<file path="src/rtl/wsp_pkg.sv">
package wsp_pkg;

   // default depth of the token queue between front and back
   localparam int unsigned QUEUE_DEPTH = 4;

   localparam logic [7:0] CHAR_SPACE = 8'h20;
   localparam logic [7:0] CHAR_COMMA = 8'h2C;
   localparam logic [7:0] CHAR_DASH  = 8'h2D;
   localparam logic [7:0] CHAR_NUL   = 8'h00;

   localparam logic [6:0] MASK_ALL = 7'h7F;
   localparam logic [23:0] NAME_ALL = 24'h616C6C;
   localparam logic [2:0] NO_DAY = 3'd7;

   // three-letter names, first letter in the top byte, index is the weekday
   localparam logic [23:0] DAY_NAMES [7] = '{
      24'h73756E, // sun
      24'h6D6F6E, // mon
      24'h747565, // tue
      24'h776564, // wed
      24'h746875, // thu
      24'h667269, // fri
      24'h736174  // sat
   };

   // character class found by the front end
   typedef enum logic [2:0] {
      TK_LETTER,
      TK_SPACE,
      TK_COMMA,
      TK_DASH,
      TK_END,
      TK_OTHER
   } tok_kind_type;

   typedef struct packed {
      tok_kind_type kind;
      logic [7:0]   letter;
   } token_type;

   // weekday index of a name, NO_DAY if it is not a weekday
   function automatic logic [2:0] day_of(input logic [23:0] name);
      logic [2:0] idx;
      idx = NO_DAY;
      for (int i = 0; i < 7; i++) begin
         if (DAY_NAMES[i] == name) begin
            idx = 3'(i);
         end
      end
      return idx;
   endfunction

   // days from f up to t, wrapping past saturday when t is below f
   function automatic logic [6:0] range_mask(input logic [2:0] f, input logic [2:0] t);
      logic [6:0] up;
      logic [6:0] dn;
      up = MASK_ALL << f;
      dn = MASK_ALL >> (3'd6 - t);
      return (f <= t) ? (up & dn) : (up | dn);
   endfunction

endpackage

</file>
<file path="src/rtl/wsp_if.sv">
interface wsp_req_if;
   logic       valid;
   logic       ready;
   logic [7:0] ch;
   logic       is_end;

   modport source (output valid, output ch, output is_end, input ready);
   modport sink (input valid, input ch, input is_end, output ready);
endinterface

interface wsp_rsp_if;
   logic       valid;
   logic       ready;
   logic [6:0] days;
   logic       ok;

   modport source (output valid, output days, output ok, input ready);
   modport sink (input valid, input days, input ok, output ready);
endinterface

</file>
<file path="src/rtl/wsp_classify.sv">
module wsp_classify (
   wsp_req_if.sink            req_bus,
   input  logic               queue_full,
   output logic               push,
   output wsp_pkg::token_type push_token
);
   import wsp_pkg::*;

   logic [7:0] c;
   logic       upper;
   logic       lower_c;

   // take a beat whenever the queue has room
   assign req_bus.ready = !queue_full;
   assign push = req_bus.valid && !queue_full;

   assign c = req_bus.ch;
   assign upper = c inside {[8'h41:8'h5A]};
   assign lower_c = c inside {[8'h61:8'h7A]};

   // classify the character and fold upper case
   always_comb begin
      push_token.letter = upper ? (c | 8'h20) : c;
      if (req_bus.is_end || c == CHAR_NUL) begin
         push_token.kind = TK_END;
      end else if (upper || lower_c) begin
         push_token.kind = TK_LETTER;
      end else if (c == CHAR_SPACE) begin
         push_token.kind = TK_SPACE;
      end else if (c == CHAR_COMMA) begin
         push_token.kind = TK_COMMA;
      end else if (c == CHAR_DASH) begin
         push_token.kind = TK_DASH;
      end else begin
         push_token.kind = TK_OTHER;
      end
   end

endmodule

</file>
<file path="src/rtl/wsp_queue.sv">
module wsp_queue #(
   parameter int unsigned DEPTH = wsp_pkg::QUEUE_DEPTH
) (
   input  logic               clock,
   input  logic               reset,
   input  logic               push,
   input  wsp_pkg::token_type push_token,
   input  logic               pop,
   output logic               full,
   output logic               empty,
   output wsp_pkg::token_type head
);
   import wsp_pkg::*;

   localparam int unsigned PTR_W = (DEPTH > 1) ? $clog2(DEPTH) : 1;
   localparam int unsigned CNT_W = $clog2(DEPTH + 1);

   token_type slot_ff [DEPTH];
   logic [PTR_W-1:0] wr_ptr_ff, wr_ptr_in;
   logic [PTR_W-1:0] rd_ptr_ff, rd_ptr_in;
   logic [CNT_W-1:0] count_ff, count_in;

   assign full  = (count_ff == CNT_W'(DEPTH));
   assign empty = (count_ff == '0);
   assign head  = slot_ff[rd_ptr_ff];

   // pointer and fill count update
   always_comb begin
      wr_ptr_in = wr_ptr_ff;
      rd_ptr_in = rd_ptr_ff;
      count_in  = count_ff;
      if (push) begin
         wr_ptr_in = (wr_ptr_ff == PTR_W'(DEPTH - 1)) ? '0 : wr_ptr_ff + 1'b1;
      end
      if (pop) begin
         rd_ptr_in = (rd_ptr_ff == PTR_W'(DEPTH - 1)) ? '0 : rd_ptr_ff + 1'b1;
      end
      if (push && !pop) begin
         count_in = count_ff + 1'b1;
      end else if (pop && !push) begin
         count_in = count_ff - 1'b1;
      end
   end

   always_ff @(posedge clock) begin
      if (reset) begin
         wr_ptr_ff <= '0;
         rd_ptr_ff <= '0;
         count_ff  <= '0;
      end else begin
         wr_ptr_ff <= wr_ptr_in;
         rd_ptr_ff <= rd_ptr_in;
         count_ff  <= count_in;
      end
   end

   // token storage
   always_ff @(posedge clock) begin
      if (push) begin
         slot_ff[wr_ptr_ff] <= push_token;
      end
   end

endmodule

</file>
<file path="src/rtl/wsp_parse.sv">
module wsp_parse (
   input  logic               clock,
   input  logic               reset,
   input  logic               tok_valid,
   input  wsp_pkg::token_type tok,
   output logic               pop,
   wsp_rsp_if.source          rsp_bus
);
   import wsp_pkg::*;

   typedef enum logic [2:0] {
      ST_IDLE,
      ST_FIRST,
      ST_DASH,
      ST_SECOND,
      ST_FAIL
   } state_type;

   state_type   state_ff, state_in;
   logic [1:0]  count_ff, count_in;
   logic [23:0] first_ff, first_in;
   logic [23:0] second_ff, second_in;
   logic [6:0]  mask_ff, mask_in;
   logic        rsp_valid_ff, rsp_valid_in;
   logic [6:0]  rsp_mask_ff, rsp_mask_in;
   logic        rsp_ok_ff, rsp_ok_in;

   logic        out_free;
   logic        is_end;
   logic [23:0] to_name;
   logic [2:0]  from_day;
   logic [2:0]  to_day;
   logic        from_all;
   logic        term_good;
   logic [6:0]  term_mask;
   logic        full_name;

   assign out_free = !rsp_valid_ff || rsp_bus.ready;
   assign is_end   = (tok.kind == TK_END);
   assign pop      = tok_valid && (!is_end || out_free);
   assign full_name = (count_ff == 2'd3);

   // term closing: lookup of both names and the range mask
   assign to_name   = (state_ff == ST_SECOND) ? second_ff : first_ff;
   assign from_day  = day_of(first_ff);
   assign to_day    = day_of(to_name);
   assign from_all  = (first_ff == NAME_ALL);
   assign term_good = from_all || (from_day != NO_DAY && to_day != NO_DAY);
   assign term_mask = from_all ? MASK_ALL : (mask_ff | range_mask(from_day, to_day));

   // parser next state
   always_comb begin
      state_in     = state_ff;
      count_in     = count_ff;
      first_in     = first_ff;
      second_in    = second_ff;
      mask_in      = mask_ff;
      rsp_valid_in = rsp_valid_ff && !rsp_bus.ready;
      rsp_mask_in  = rsp_mask_ff;
      rsp_ok_in    = rsp_ok_ff;

      if (pop) begin
         if (is_end) begin
            // end of string: emit the result beat and start over
            rsp_valid_in = 1'b1;
            rsp_ok_in    = full_name && (state_ff inside {ST_FIRST, ST_SECOND})
                           && term_good;
            rsp_mask_in  = rsp_ok_in ? term_mask : '0;
            state_in     = ST_IDLE;
            count_in     = '0;
            mask_in      = '0;
         end else begin
            case (state_ff)
               ST_IDLE, ST_DASH: begin
                  if (tok.kind == TK_LETTER) begin
                     count_in = 2'd1;
                     if (state_ff == ST_IDLE) begin
                        first_in = {first_ff[15:0], tok.letter};
                        state_in = ST_FIRST;
                     end else begin
                        second_in = {second_ff[15:0], tok.letter};
                        state_in  = ST_SECOND;
                     end
                  end else if (tok.kind != TK_SPACE) begin
                     state_in = ST_FAIL;
                  end
               end
               ST_FIRST, ST_SECOND: begin
                  if (tok.kind == TK_LETTER) begin
                     // letters past the third are dropped
                     if (!full_name) begin
                        count_in = count_ff + 2'd1;
                        if (state_ff == ST_FIRST) begin
                           first_in = {first_ff[15:0], tok.letter};
                        end else begin
                           second_in = {second_ff[15:0], tok.letter};
                        end
                     end
                  end else if (!full_name) begin
                     state_in = ST_FAIL;
                  end else if (tok.kind == TK_DASH && state_ff == ST_FIRST) begin
                     count_in = '0;
                     state_in = ST_DASH;
                  end else if (tok.kind == TK_COMMA) begin
                     if (term_good) begin
                        mask_in  = term_mask;
                        count_in = '0;
                        state_in = ST_IDLE;
                     end else begin
                        state_in = ST_FAIL;
                     end
                  end else if (tok.kind != TK_SPACE) begin
                     state_in = ST_FAIL;
                  end
               end
               ST_FAIL: begin
                  state_in = ST_FAIL;
               end
               default: begin
                  state_in = ST_FAIL;
               end
            endcase
         end
      end
   end

   always_ff @(posedge clock) begin
      if (reset) begin
         state_ff     <= ST_IDLE;
         count_ff     <= '0;
         mask_ff      <= '0;
         rsp_valid_ff <= 1'b0;
      end else begin
         state_ff     <= state_in;
         count_ff     <= count_in;
         mask_ff      <= mask_in;
         rsp_valid_ff <= rsp_valid_in;
      end
      first_ff    <= first_in;
      second_ff   <= second_in;
      rsp_mask_ff <= rsp_mask_in;
      rsp_ok_ff   <= rsp_ok_in;
   end

   assign rsp_bus.valid = rsp_valid_ff;
   assign rsp_bus.days  = rsp_mask_ff;
   assign rsp_bus.ok    = rsp_ok_ff;

endmodule

</file>
<file path="src/rtl/weekday_spec_parser.sv">
// result: when the parser pops the end token, the result beat is written
//    into the output register; tokens ahead of it in the queue are popped first
// throughput: one character per cycle while the queue has room
// a result waiting in the output register stalls only end-of-string tokens
// reset: synchronous, active high; clears parser state, queue and output valid
module weekday_spec_parser #(
   parameter int unsigned QueueDepth = wsp_pkg::QUEUE_DEPTH
) (
   input  logic       clock,
   input  logic       reset,
   wsp_req_if.sink    req_bus,
   wsp_rsp_if.source  rsp_bus
);
   import wsp_pkg::*;

   logic      push;
   token_type push_token;
   logic      pop;
   logic      queue_full;
   logic      queue_empty;
   token_type head;

   // front: classify characters into tokens
   wsp_classify u_classify (
      .req_bus    (req_bus),
      .queue_full (queue_full),
      .push       (push),
      .push_token (push_token)
   );

   // token queue between front and back
   wsp_queue #(
      .DEPTH (QueueDepth)
   ) u_queue (
      .clock      (clock),
      .reset      (reset),
      .push       (push),
      .push_token (push_token),
      .pop        (pop),
      .full       (queue_full),
      .empty      (queue_empty),
      .head       (head)
   );

   // back: parser state machine and result register
   wsp_parse u_parse (
      .clock     (clock),
      .reset     (reset),
      .tok_valid (!queue_empty),
      .tok       (head),
      .pop       (pop),
      .rsp_bus   (rsp_bus)
   );

endmodule
</file>
<file path="src/flat_wrapper.sv">
// flat-port wrapper written by rule: the top's interface ports become plain ports
module weekday_spec_parser_flat import wsp_pkg::*;
#(
   parameter int unsigned QueueDepth = wsp_pkg::QUEUE_DEPTH
)
  (clock, reset, req_bus_valid, req_bus_ch, req_bus_is_end, req_bus_ready, rsp_bus_valid, rsp_bus_days, rsp_bus_ok, rsp_bus_ready);
  wsp_req_if req_bus_i ();
  wsp_rsp_if rsp_bus_i ();
  input  logic clock;
  input  logic reset;
  input wire logic [$bits(req_bus_i.valid)-1:0] req_bus_valid;
  input wire logic [$bits(req_bus_i.ch)-1:0] req_bus_ch;
  input wire logic [$bits(req_bus_i.is_end)-1:0] req_bus_is_end;
  output wire logic [$bits(req_bus_i.ready)-1:0] req_bus_ready;
  output wire logic [$bits(rsp_bus_i.valid)-1:0] rsp_bus_valid;
  output wire logic [$bits(rsp_bus_i.days)-1:0] rsp_bus_days;
  output wire logic [$bits(rsp_bus_i.ok)-1:0] rsp_bus_ok;
  input wire logic [$bits(rsp_bus_i.ready)-1:0] rsp_bus_ready;
  assign req_bus_i.valid = req_bus_valid;
  assign req_bus_i.ch = req_bus_ch;
  assign req_bus_i.is_end = req_bus_is_end;
  assign req_bus_ready = req_bus_i.ready;
  assign rsp_bus_valid = rsp_bus_i.valid;
  assign rsp_bus_days = rsp_bus_i.days;
  assign rsp_bus_ok = rsp_bus_i.ok;
  assign rsp_bus_i.ready = rsp_bus_ready;
  weekday_spec_parser #(.QueueDepth(QueueDepth)) u_core (.clock(clock), .reset(reset), .req_bus(req_bus_i), .rsp_bus(rsp_bus_i));
endmodule
</file>
<file path="config.mk">
export PLATFORM = sky130hd
export DESIGN_NAME = weekday_spec_parser_flat
export DESIGN_NICKNAME = d
export VERILOG_FILES = /design/src/rtl/wsp_pkg.sv /design/src/rtl/wsp_if.sv /design/src/rtl/wsp_classify.sv /design/src/rtl/wsp_queue.sv /design/src/rtl/wsp_parse.sv /design/src/rtl/weekday_spec_parser.sv /design/src/flat_wrapper.sv
export SDC_FILE = /design/constraint.sdc
export NUM_CORES = 1
export LEC_CHECK = 0
export BUFFER_PORTS_ARGS = -buffer_cell sky130_fd_sc_hd__clkbuf_2
export CORE_MARGIN = 5
export CORE_UTILIZATION = 45
export CTS_CLUSTER_SIZE = 12
export DETAILED_ROUTE_END_ITERATION = 8
export PLACE_DENSITY = 0.62
export SLEW_MARGIN = 10
export SYNTH_ARGS = -nofsm -noshare
export SYNTH_HDL_FRONTEND = slang
export SYNTH_HIERARCHICAL = 1
export SYNTH_SLANG_ARGS = --single-unit
</file>
<file path="constraint.sdc">
create_clock -name clock -period 11.9 [get_ports clock]
set_clock_uncertainty 0.2 [all_clocks]
set_input_delay 0.595 -clock clock [delete_from_list [all_inputs] [get_ports clock]]
set_output_delay 0.595 -clock clock [all_outputs]
set_load 0.03 [all_outputs]
</file>
Word-level counts from Yosys, hierarchy flattened
Memory sizes are Yosys's and may differ from the RTL's. A register that Yosys moved wholly into a read port is not among the register bits.
Cells that the tools add are included.
{ "totals": {"output_inout_bits": 10, "ff_bits": 76, "mem_bits_rw": 44, "mem_count": 1, "wordCells": 189} }
{ "mem_list": {"columns": ["memory", "depth", "word_bits", "rd", "rd_ports_with_merged_regs", "write_ports", "line_no", "rtl"], "rows": [
  ["u_core.u_queue.slot_ff", 4, 11, 1, 1, 1, "wsp_queue.sv:18", "token_type slot_ff [DEPTH];"]
]} }
{ "op_classes": {"mux": 71, "reduce_logical": 43, "bitwise": 4, "n_eq_ne": 46, "addsub": 6, "n_shift": 2, "n_lt_le_gt_ge": 5} }
{ "ops": {"columns": ["cell", "count"], "rows": [
  ["== test 23 x 24 -> 1 bit, first input constant", 14],
  ["two-way mux 24 bit", 11],
  ["one-hot mux 24 bit (2 select lines)", 2],
  ["two-way mux 3 bit", 29],
  ["two-way mux 7 bit", 9],
  ["two-way mux 2 bit", 13],
  ["== test 24 x 23 -> 1 bit, second input constant", 1],
  ["== test 8 x 6 -> 1 bit, second input constant", 3],
  ["inequality test 2 bit, second input constant", 9],
  [">= comparator 8 x 7 -> 1 bit, second input constant", 2],
  ["less-or-equal comparator 8 x 7 -> 1 bit, second input constant", 2],
  ["AND reduction 8 bit", 2],
  ["OR 7 bit", 2],
  ["AND reduction 7 bit", 2],
  ["nonzero test 2 bit", 7],
  ["== test 3 x 2 -> 1 bit, second input constant", 4],
  ["inequality test 3 bit, second input constant", 4],
  ["logical AND 1 bit", 11],
  ["inequality test 5 bit, second input constant", 2],
  ["logical NOT 3 bit", 3],
  ["logical NOT 8 bit", 1],
  ["inequality test 4 bit, second input constant", 2],
  ["AND 7 bit", 1],
  ["logical NOT 1 bit", 7],
  ["20 further kinds", 34]
]} }

Depth between registers and ports, before layout
Gate-level depths: netlist (run 1).
{ "logic_depth": {"ltp_word": 23, "ltp_mapped": 18} }

Cells and area by module
The synthesis (run 1) kept the hierarchy.
{ "by_module_without_submodules": {"columns": ["mod", "cells_each", "instances", "area_each_um2", "seq_area_each_um2"], "rows": [
  ["wsp_parse", 379, 1, 3951.3, 1941.9],
  ["wsp_queue", 101, 1, 2029.4, 1501.4],
  ["wsp_classify", 27, 1, 196.4, 0.0],
  ["weekday_spec_parser", 1, 1, 3.8, 0.0]
]} }

Worst setup path after synthesis (run 1)
Ideal clock, no wire load.
{ "synth_path": {"kind": "register to register", "start": "reg u_core.u_parse.state_ff[1]", "end": "reg u_core.u_parse.rsp_mask_ff[1] (netlist: u_core/u_parse/rsp_bus.days[1]), data pin", "n_path_buf": 2, "period_less_slack_ns": 3.779, "slack_ns": 8.121, "stages_incl_launch_ff": 17, "required_ns": 11.429, "t_arrival_ns": 3.308, "path_cell_list": "dfxtp_1 buf_2 and3b_1 buf_2 nand4b_1 a2bb2oi_1 o21bai_1 or4b_1 o31a_1 o211ai_1 ha_1 nor2b_1 o21ai_0 a32oi_1 maj3_1 nor3_1 nor2_1"} }
{ "synth_between": {"elab_chain_cells": 16, "elab_cells_between_ends": 31} }
{ "synth_lines": {"columns": ["item", "line_no", "rtl"], "rows": [
  ["start, declared", "wsp_parse.sv:19", "state_type state_ff, state_in;"],
  ["start signal, assigned", "wsp_parse.sv:134", "state_ff <= state_in;"],
  ["== test 3 x 2 -> 1 bit", "wsp_parse.sv:44, wsp_parse.sv:66", null],
  ["two-way mux 24 bit", "wsp_parse.sv:44", "assign to_name = (state_ff == ST_SECOND) ? second_ff : first_ff;"],
  ["== test 23 x 24 -> 1 bit", "wsp_pkg.sv:46", "if (DAY_NAMES[i] == name) begin"],
  ["two-way mux 3 bit (7 in series)", "wsp_pkg.sv:46", null],
  ["subtractor 3 bit", "wsp_pkg.sv:58", "dn = MASK_ALL >> (3'd6 - t);"],
  ["right shift 7 x 3 -> 7 bit", "wsp_pkg.sv:58", null],
  ["OR 7 bit / AND 7 bit (equally long branches)", "wsp_pkg.sv:59", "return (f <= t) ? (up & dn) : (up | dn);"],
  ["two-way mux 7 bit", "wsp_pkg.sv:59", null],
  ["OR 7 bit", "wsp_parse.sv:49", "assign term_mask = from_all ? MASK_ALL : (mask_ff | range_mask(from_day, to_day));"],
  ["two-way mux 7 bit", "wsp_parse.sv:49", null],
  ["end signal, assigned", "wsp_parse.sv:141", "rsp_mask_ff <= rsp_mask_in;"],
  ["end, declared", "wsp_parse.sv:25", "logic [6:0] rsp_mask_ff, rsp_mask_in;"]
]} }
Several ways; a longest one is shown, not always the timed one.
A chain may end at the register's enable or synchronous reset.

Final worst setup path (run 1)
{ "layout_path": {"start": "reg u_core.u_parse.state_ff[2]", "end": "reg u_core.u_parse.mask_ff[1]"} }
{ "layout_between": {"elab_chain_cells": 23, "elab_cells_between_ends": 41} }
{ "layout_lines": {"columns": ["item", "line_no", "rtl"], "rows": [
  ["== test 3 x 2 -> 1 bit", "wsp_parse.sv:44, wsp_parse.sv:73", null],
  ["two-way mux 24 bit", "wsp_parse.sv:44", null],
  ["== test 23 x 24 -> 1 bit", "wsp_pkg.sv:46", null],
  ["two-way mux 3 bit (7 in series)", "wsp_pkg.sv:46", null],
  ["subtractor 3 bit", "wsp_pkg.sv:58", null],
  ["right shift 7 x 3 -> 7 bit", "wsp_pkg.sv:58", null],
  ["OR 7 bit / AND 7 bit (equally long branches)", "wsp_pkg.sv:59", null],
  ["two-way mux 7 bit", "wsp_pkg.sv:59", null],
  ["OR 7 bit", "wsp_parse.sv:49", null],
  ["two-way mux 7 bit", "wsp_parse.sv:49", null],
  ["two-way mux 7 bit", "wsp_parse.sv:105", "if (term_good) begin"],
  ["two-way mux 7 bit", "wsp_parse.sv:104", "end else if (tok.kind == TK_COMMA) begin"],
  ["two-way mux 7 bit", "wsp_parse.sv:101", "end else if (tok.kind == TK_DASH && state_ff == ST_FIRST) begin"],
  ["two-way mux 7 bit", "wsp_parse.sv:99", "end else if (!full_name) begin"],
  ["two-way mux 7 bit", "wsp_parse.sv:89", "if (tok.kind == TK_LETTER) begin"],
  ["two-way mux 7 bit", "wsp_parse.sv:73", "case (state_ff)"],
  ["two-way mux 7 bit", "wsp_parse.sv:63", "if (is_end) begin"],
  ["end signal, assigned", "wsp_parse.sv:136", "mask_ff <= mask_in;"],
  ["end, declared", "wsp_parse.sv:23", "logic [6:0] mask_ff, mask_in;"]
]} }
Several ways; a longest one is shown, not always the timed one. The select of a mux whose other input is x is not followed.

==> results of run 1 <==
==> worst min path at each step <==
stage / start / endpoint / slack [ns] / cells past startpoint
3_3_place_gp: u_core/u_parse/second_ff[13] / u_core/u_parse/second_ff[21] / 0.24 / 0
6_report: req_bus_ch[7] / u_core/u_queue/slot_ff[0][7] / 0.25 / 1
4_1_cts: req_bus_ch[4] / u_core/u_queue/slot_ff[1][4] / 0.23 / 1
5_1_grt: req_bus_ch[7] / u_core/u_queue/slot_ff[0][7] / 0.24 / 1
3_5_place_dp: u_core/u_parse/second_ff[14] / u_core/u_parse/second_ff[22] / 0.24 / 0
2_1_floorplan: u_core/u_parse/second_ff[7] / u_core/u_parse/second_ff[15] / 0.22 / 0
==> cell type report <==
cell class                      count  area, um^2
Clock buffer                       17         425
Clock inverter                     14         198
Fill cell                        1177        6310
Inverter                           20        75.1
Multi-Input combinational cell    348        2560
Sequential cell                   122        3440
Tap cell                          176         220
Timing Repair Buffer               23         118
==> through the flow <==
step / cell area, um^2 / hold WS (ns) / setup slack (ns) / util [%]
5_1_grt: 7040 / 0.236 / 6.54 / 52.7
3_3_place_gp: 6420 / 0.239 / 7.20 / 48.1
4_1_cts: 7040 / 0.232 / 7.00 / 52.7
3_5_place_dp: 6420 / 0.235 / 7.03 / 48.1
2_1_floorplan: 6180 / 0.217 / 8.12 / -
6_report: 7040 / 0.245 / 6.90 / 52.7
==> flip-flops by register name (all words and copies together) (netlist names), 2 cells and up, named ones only <==
register / count
u_core/u_queue/count_ff: 3
u_core/u_queue/wr_ptr_ff: 2
u_core/u_parse/rsp_bus.days: 7
u_core/u_queue/slot_ff: 44
u_core/u_parse/first_ff: 24
u_core/u_parse/mask_ff: 7
u_core/u_parse/count_ff: 2
u_core/u_parse/state_ff: 3
u_core/u_queue/rd_ptr_ff: 2
u_core/u_parse/second_ff: 24
==> per-layer routing <==
metal,part of all wire (%),vias up,track usage [%]
li1,-,2031,-
met1,46,2116,22.6
met2,48,116,28.8
met3,4.6,20,5.13
met4,1.5,0,5.68
met5,0,-,0
==> logic make-up (layout without fill, tap and decap cells) <==
| kind of cell | count (synthesis) | in the layout |
|---|---|---|
| buffers and inverters | 38 | 74 |
| and+or+nand+nor | 225 | 225 |
| xor gates and xnor gates | 2 | 2 |
| adders and majority gates | 19 | 19 |
| DFF | 122 | 122 |
| AOI/OAI and AO/OA | 78 | 78 |
| muxes | 24 | 24 |
==> power by group through the flow <==
stage / logic (mW) / registers (mW) / clock network, mW
detailed placement: 0.247 / 0.583 / 0
CTS: 0.248 / 0.575 / 0.546
floorplan: 0.191 / 0.571 / 0
finish: 0.249 / 0.574 / 0.536
global route: 0.270 / 0.581 / 0.570
global placement: 0.243 / 0.580 / 0
==> cell usage after synthesis (3+ instances only) <==
| cell | number |
|---|---|
| nor4_1 | 9 |
| o21ai_1 | 3 |
| nor2b_1 | 8 |
| or3_1 | 3 |
| nand2b_1 | 14 |
| o21ai_0 | 8 |
| nand4_1 | 12 |
| nor2_1 | 42 |
| or4_1 | 6 |
| o22ai_1 | 3 |
| a21oi_1 | 25 |
| nand3b_1 | 8 |
| nand4b_1 | 8 |
| nor3b_1 | 6 |
| nand3_1 | 14 |
| clkbuf_1 | 4 |
| buf_2 | 5 |
| or3_4 | 3 |
| and4bb_2 | 4 |
| a22oi_1 | 3 |
| buf_4 | 7 |
| edfxtp_1 | 100 |
| nand2_1 | 33 |
| ha_1 | 14 |
| mux2i_1 | 12 |
| mux4_2 | 10 |
| inv_1 | 20 |
| nor3_1 | 15 |
| and4b_1 | 6 |
| maj3_1 | 4 |
| dfxtp_1 | 22 |
| a31oi_1 | 5 |
| and2_1 | 9 |
| o31ai_1 | 4 |
==> cell usage in the layout, fill, tap and decap left out, types with 8 or more instances in the layout <==
| master | instances |
|---|---|
| edfxtp_1 | 100 |
| nor2_1 | 40 |
| nand2_1 | 33 |
| a21oi_1 | 25 |
| clkbuf_2 | 22 |
| dfxtp_1 | 22 |
| inv_1 | 20 |
| clkbuf_16 | 17 |
| nor3_1 | 15 |
| nand2b_1 | 14 |
| nand3_1 | 14 |
| ha_1 | 14 |
| mux2i_1 | 12 |
| nand4_1 | 12 |
| mux4_2 | 10 |
| nor4_1 | 9 |
| and2_1 | 9 |
| nand3b_1 | 8 |
| nor2b_1 | 8 |
| nand4b_1 | 8 |
| o21ai_0 | 8 |
==> qor.csv, run 1 <==
metric;value;unit
status;finished, final reports clean;
DP HPWL;9730;um
Sequential Power Share;42.2;%
max_cap viols;0;
Max H-tree Level;4;
DR pass1 iterations;5;
gpl congestion;0.936;
crit path DAT;5.07;ns
CP Capture Type;flop;
delay-heaviest family, CP;simple AND/OR/NAND/NOR gates;
row cnt;42;
Final Hold Fails;0;
Worst Setup EP;u_core/u_parse/mask_ff[1];
TritonCTS clock tree;done;
CP Launch Type;flop;
drt initial violations;399;
I/O pins;23;
syn_area_per_cell;12.2;um^2
initial antenna violation count;0;
Non-Filler Instances;720;
port buffer count;22;
Final min period;5.00;ns
Die Y;127;um
syn nets;536;
Initial Utilization;46.3;%
largest family of logic cells by synthesized area;simple AND/OR/NAND/NOR gates;
total core area;13300;um^2
Async S/R FF share, synth;0;%
Most used DFF post-synth;edfxtp_1;
antenna-violating nets left;0;
routed vias;4283;
die area;16200;um^2
pin count of the biggest net entering global routing;26;
#FFs+latches synth;122;
HP Class;in2reg;
grt total ovfl;0;
Crit Path Max Fanout;25;
RSZ-0062 raised after global routing;no;
mux cell area share after synthesis;6.26;%
Synth Area in Compound Gates;8.77;%
antenna cells;0;
Cell Area, Synth;6180;um^2
worst relative slew slack;22.7;%
most frequent CP cell;nor3_1;
drt total wl;13700;um
CP Class;reg2reg;
combinational share of power;18.3;%
Num CTS Buffers;17;
vias in the first global route;4256;
Overall Global Routing Usage;17.6;%
Worst Tran Pin Value;1.16;ns
Chip Width;127;um
Tcrit/Tclk final;42.0;%
XOR/XNOR share of the synthesized area;0.283;%
Post-synth EDFFs;100;
FF-to-FF setup slack;6.90;ns
Crit path largest cell delay;0.75;ns
RR Endpoint;u_core/u_parse/mask_ff[1];
slowest CP cell;nand3b_1;
Placed Cells;689;
leading area contributor after synthesis;edfxtp_1;
Slew Viols, Final;0;
synth unique cells;78;
WP buf/inv;0;
CTS Sinks;122;
Cells after Synth;508;
first-pass GRT wire length;22200;um
Worst path depth;14;
Switch Pwr;0.384;mW
PnR Total Power;1.36;mW
Residual DRC;0;
YS warnings;6;
Yosys top cell area share;48.6;%
adder-cell share of the synthesized area;3.81;%
CTS Root Cell;clkbuf_16;
share of cells above drive strength 1;14.9;%
final net count;560;
Reg-to-Reg Start;u_core/u_parse/state_ff[2];
r2r worst-path depth;14;
Via density;5.95;
Post-CTS Resized;0;
peak supply drop;0.134;mV
Hold Buf Count CTS;0;
internal power;0.974;mW
# Post-CTS Setup Buffers;0;
Leak;2.37;nW
Skew-Pair Late Insertion Delay;0.41;ns
Syn-to-layout area delta;13.9;%
post-synthesis simple-gate area fraction;22.2;%
PD cells;193;nW/um^2
f_max;200;MHz
Switching Fraction;28.3;%
clock-pin transition on the worst setup and hold timing paths;0.06;ns
Final setup viols;0;
sequential area share after synthesis;55.7;%
critical path launch point;u_core/u_parse/state_ff[2];
clk buf depth;2;
setup TNS;0;ns
top cells by area, synth;edfxtp_1, dfxtp_1, mux4_2;
Clk network pwr share;39.4;%
drt wl/cell;19.0;um
worst-path cell chain;nand3b_1 > nor3_1 > a22oi_1 > or4_1 > a2111o_1 > o211ai_1 > ha_1 > nor2b_1 > o21ai_0 > a32oi_1 > maj3_1 > nor3_1 > nand2b_1 > mux2i_1;
worst path required time;11.98;ns
Note: power is estimated with default switching activity, not from simulation.
==> inputs of run 2 (changes only) <==
PLACE_DENSITY = 0.64   (was 0.62)
clock period = 4.35 ns   (was 11.9 ns; I/O delays follow)
==> qor.csv, run 2 (synthesis results as in run 1) <==
metric;value;unit;change
grt total ovfl;0;;unchanged
peak supply drop;0.335;mV;+150%
FF-to-FF setup slack;0.15;ns;-6.76 ns
r2r worst-path depth;14;;unchanged
Sequential Power Share;42.2;%;about the same
f_max;238;MHz;+19%
DR pass1 iterations;5;;unchanged
worst hold path startpoint;req_bus_is_end;;
Slew Viols, Final;0;;unchanged
drt total wl;13900;um;+1.5%
CTS Root Cell;clkbuf_16;;
Overall Global Routing Usage;17.5;%;-0.080 points
drt wl/cell;18.4;um;-3.0%
internal power;2.49;mW;+160%
antenna cells;0;;unchanged
clock-pin transition on the worst setup and hold timing paths;0.06;ns;about the same
clk buf depth;2;;unchanged
final core occ;54.2;%;+1.4 points
RR Endpoint;u_core/u_parse/rsp_bus.days[4];;
CP Launch Type;flop;;
I/O pins;23;;unchanged
Hold Path Cell Cnt;2;;+1
pin count of the biggest net entering global routing;25;;-3.8%
Switch Pwr;1.09;mW;+180%
Via density;5.93;;-0.25%
antenna-violating nets left;0;;unchanged
share of cells above drive strength 1;18.5;%;+3.7 points
most common cell after layout, fill and taps aside;edfxtp_1;;
total core area;13300;um^2;unchanged
combinational share of power;22.0;%;+3.7 points
Syn-to-layout area delta;17.0;%;
Crit Path Max Fanout;9;;-64%
Chip Width;127;um;unchanged
Leak;2.49;nW;+5.1%
most frequent cells in the layout;edfxtp_1, nor2_1, nand2_1, a21oi_1, buf_4;;
DP HPWL;9910;um;+1.9%
setup TNS;0;ns;unchanged
Max H-tree Level;4;;unchanged
first-pass GRT wire length;22100;um;-0.28%
gpl congestion;0.942;;+0.64%
Reg-to-Reg Start;u_core/u_parse/state_ff[2];;
Skew-Pair Late Insertion Delay;0.41;ns;about the same
initial antenna violation count;0;;unchanged
worst path required time;4.28;ns;-7.70 ns
Worst Tran Pin Value;1.08;ns;-0.0786 ns
PD cells;494;nW/um^2;+160%
die area;16200;um^2;unchanged
Initial Utilization;46.3;%;unchanged
drt initial violations;423;;+6.0%
Residual DRC;0;;unchanged
Die Y;127;um;unchanged
Tcrit/Tclk final;96.6;%;+55 points
Worst Hold End;u_core/u_queue/slot_ff[3][10];;
vias in the first global route;4246;;-0.23%
CP Capture Type;flop;;
top flop regs;u_core/u_queue/slot_ff: 44 flops, u_core/u_parse/first_ff: 24 flops, u_core/u_parse/second_ff: 24 flops;;
RSZ-0062 raised after global routing;no;;
routed vias;4468;;+4.3%
CP Class;reg2reg;;
Clk network pwr share;35.8;%;-3.6 points
status;finished, final reports clean;;
TritonCTS clock tree;done;;
CTS Sinks;122;;unchanged
port buffer count;22;;unchanged
max_cap viols;0;;unchanged
Final Hold Fails;0;;unchanged
Num CTS Buffers;17;;unchanged
HP Class;in2reg;;
Final min period;4.20;ns;-0.795 ns
Largest register FFs;44;;unchanged
final net count;592;;+5.7%
Switching Fraction;30.4;%;+2.1 points
crit path DAT;4.13;ns;-0.94 ns
worst relative slew slack;27.7;%;+5.1 points
Top reg by flops;u_core/u_queue/slot_ff;;
row cnt;42;;unchanged
Final setup viols;0;;unchanged
-- run 2: how the worst max path moves through the flow --
stage,from,endpoint,slack (ns),cells after the start
finish,u_core/u_parse/state_ff[2],u_core/u_parse/rsp_bus.days[4],0.15,14
global route,u_core/u_parse/state_ff[2],u_core/u_parse/mask_ff[2],0.02,16
CTS,u_core/u_parse/state_ff[0],u_core/u_parse/rsp_bus.days[4],0.12,15
detailed placement,u_core/u_parse/state_ff[0],u_core/u_parse/rsp_bus.days[4],0.14,15
global placement,u_core/u_parse/state_ff[2],u_core/u_parse/rsp_bus.days[4],0.21,14
floorplan,u_core/u_parse/state_ff[1],u_core/u_parse/rsp_bus.days[1],0.57,16
-- run 2: critical path, stage by stage (launching register included) --
cell and delay [ns]:
dfxtp_1 0.31, buf_4 0.16, and3b_1 0.33, buf_4 0.21
a31oi_1 0.15, or4_1 0.54, a2111o_1 0.47, o211ai_1 0.13
ha_1 0.29, nor2b_1 0.15, o21ai_0 0.23, a32oi_1 0.15
maj3_1 0.41, nor3_1 0.15, nor2_1 0.06
-- run 2: power by group through the flow --
stage | Combinational (mW) | Clock, mW | Sequential, mW
floorplan | 0.524 | 0 | 1.56
global placement | 0.765 | 0 | 1.52
detailed placement | 0.777 | 0 | 1.53
CTS | 0.788 | 1.30 | 1.51
global route | 0.861 | 1.36 | 1.52
finish | 0.786 | 1.28 | 1.51
-- run 2: through the flow --
| step | setup WS, ns | power [mW] | hold WS [ns] | instances | area [um^2] |
|---|---|---|---|---|---|
| after floorplan | 0.571 | 2.09 | 0.0866 | 508 | 6180 |
| after global placement | 0.214 | 2.29 | 0.235 | 710 | 6570 |
| after detailed placement | 0.142 | 2.31 | 0.234 | 710 | 6570 |
| after CTS | 0.122 | 3.60 | 0.0292 | 751 | 7210 |
| after global routing | 0.0214 | 3.75 | 0.0335 | 753 | 7230 |
| final | 0.150 | 3.57 | 0.0354 | 753 | 7230 |
-- run 2: layout make-up --
type,count,area (um^2)
clock buffers,18,429
clock inverters,14,115
fillers,1143,6120
inverters,20,75.1
multi-input cells,348,2570
flip-flops and latches,122,3440
well taps,176,220
repair buffers,55,380
-- run 2: what timing repair did --
action                                 CTS  global route
buffers inserted                         0             2
setup endpoints to repair                0             9
hold buffers                             9             0
resized for setup                        0             2
endpoints found under the hold margin   33             0
-- run 2: per-layer routing --
layer | wire length [um] | global-route usage, %
met5 | 0 | 0
met2 | 6750 | 28.8
met4 | 205 | 5.68
met1 | 6040 | 23.0
met3 | 868 | 4.22
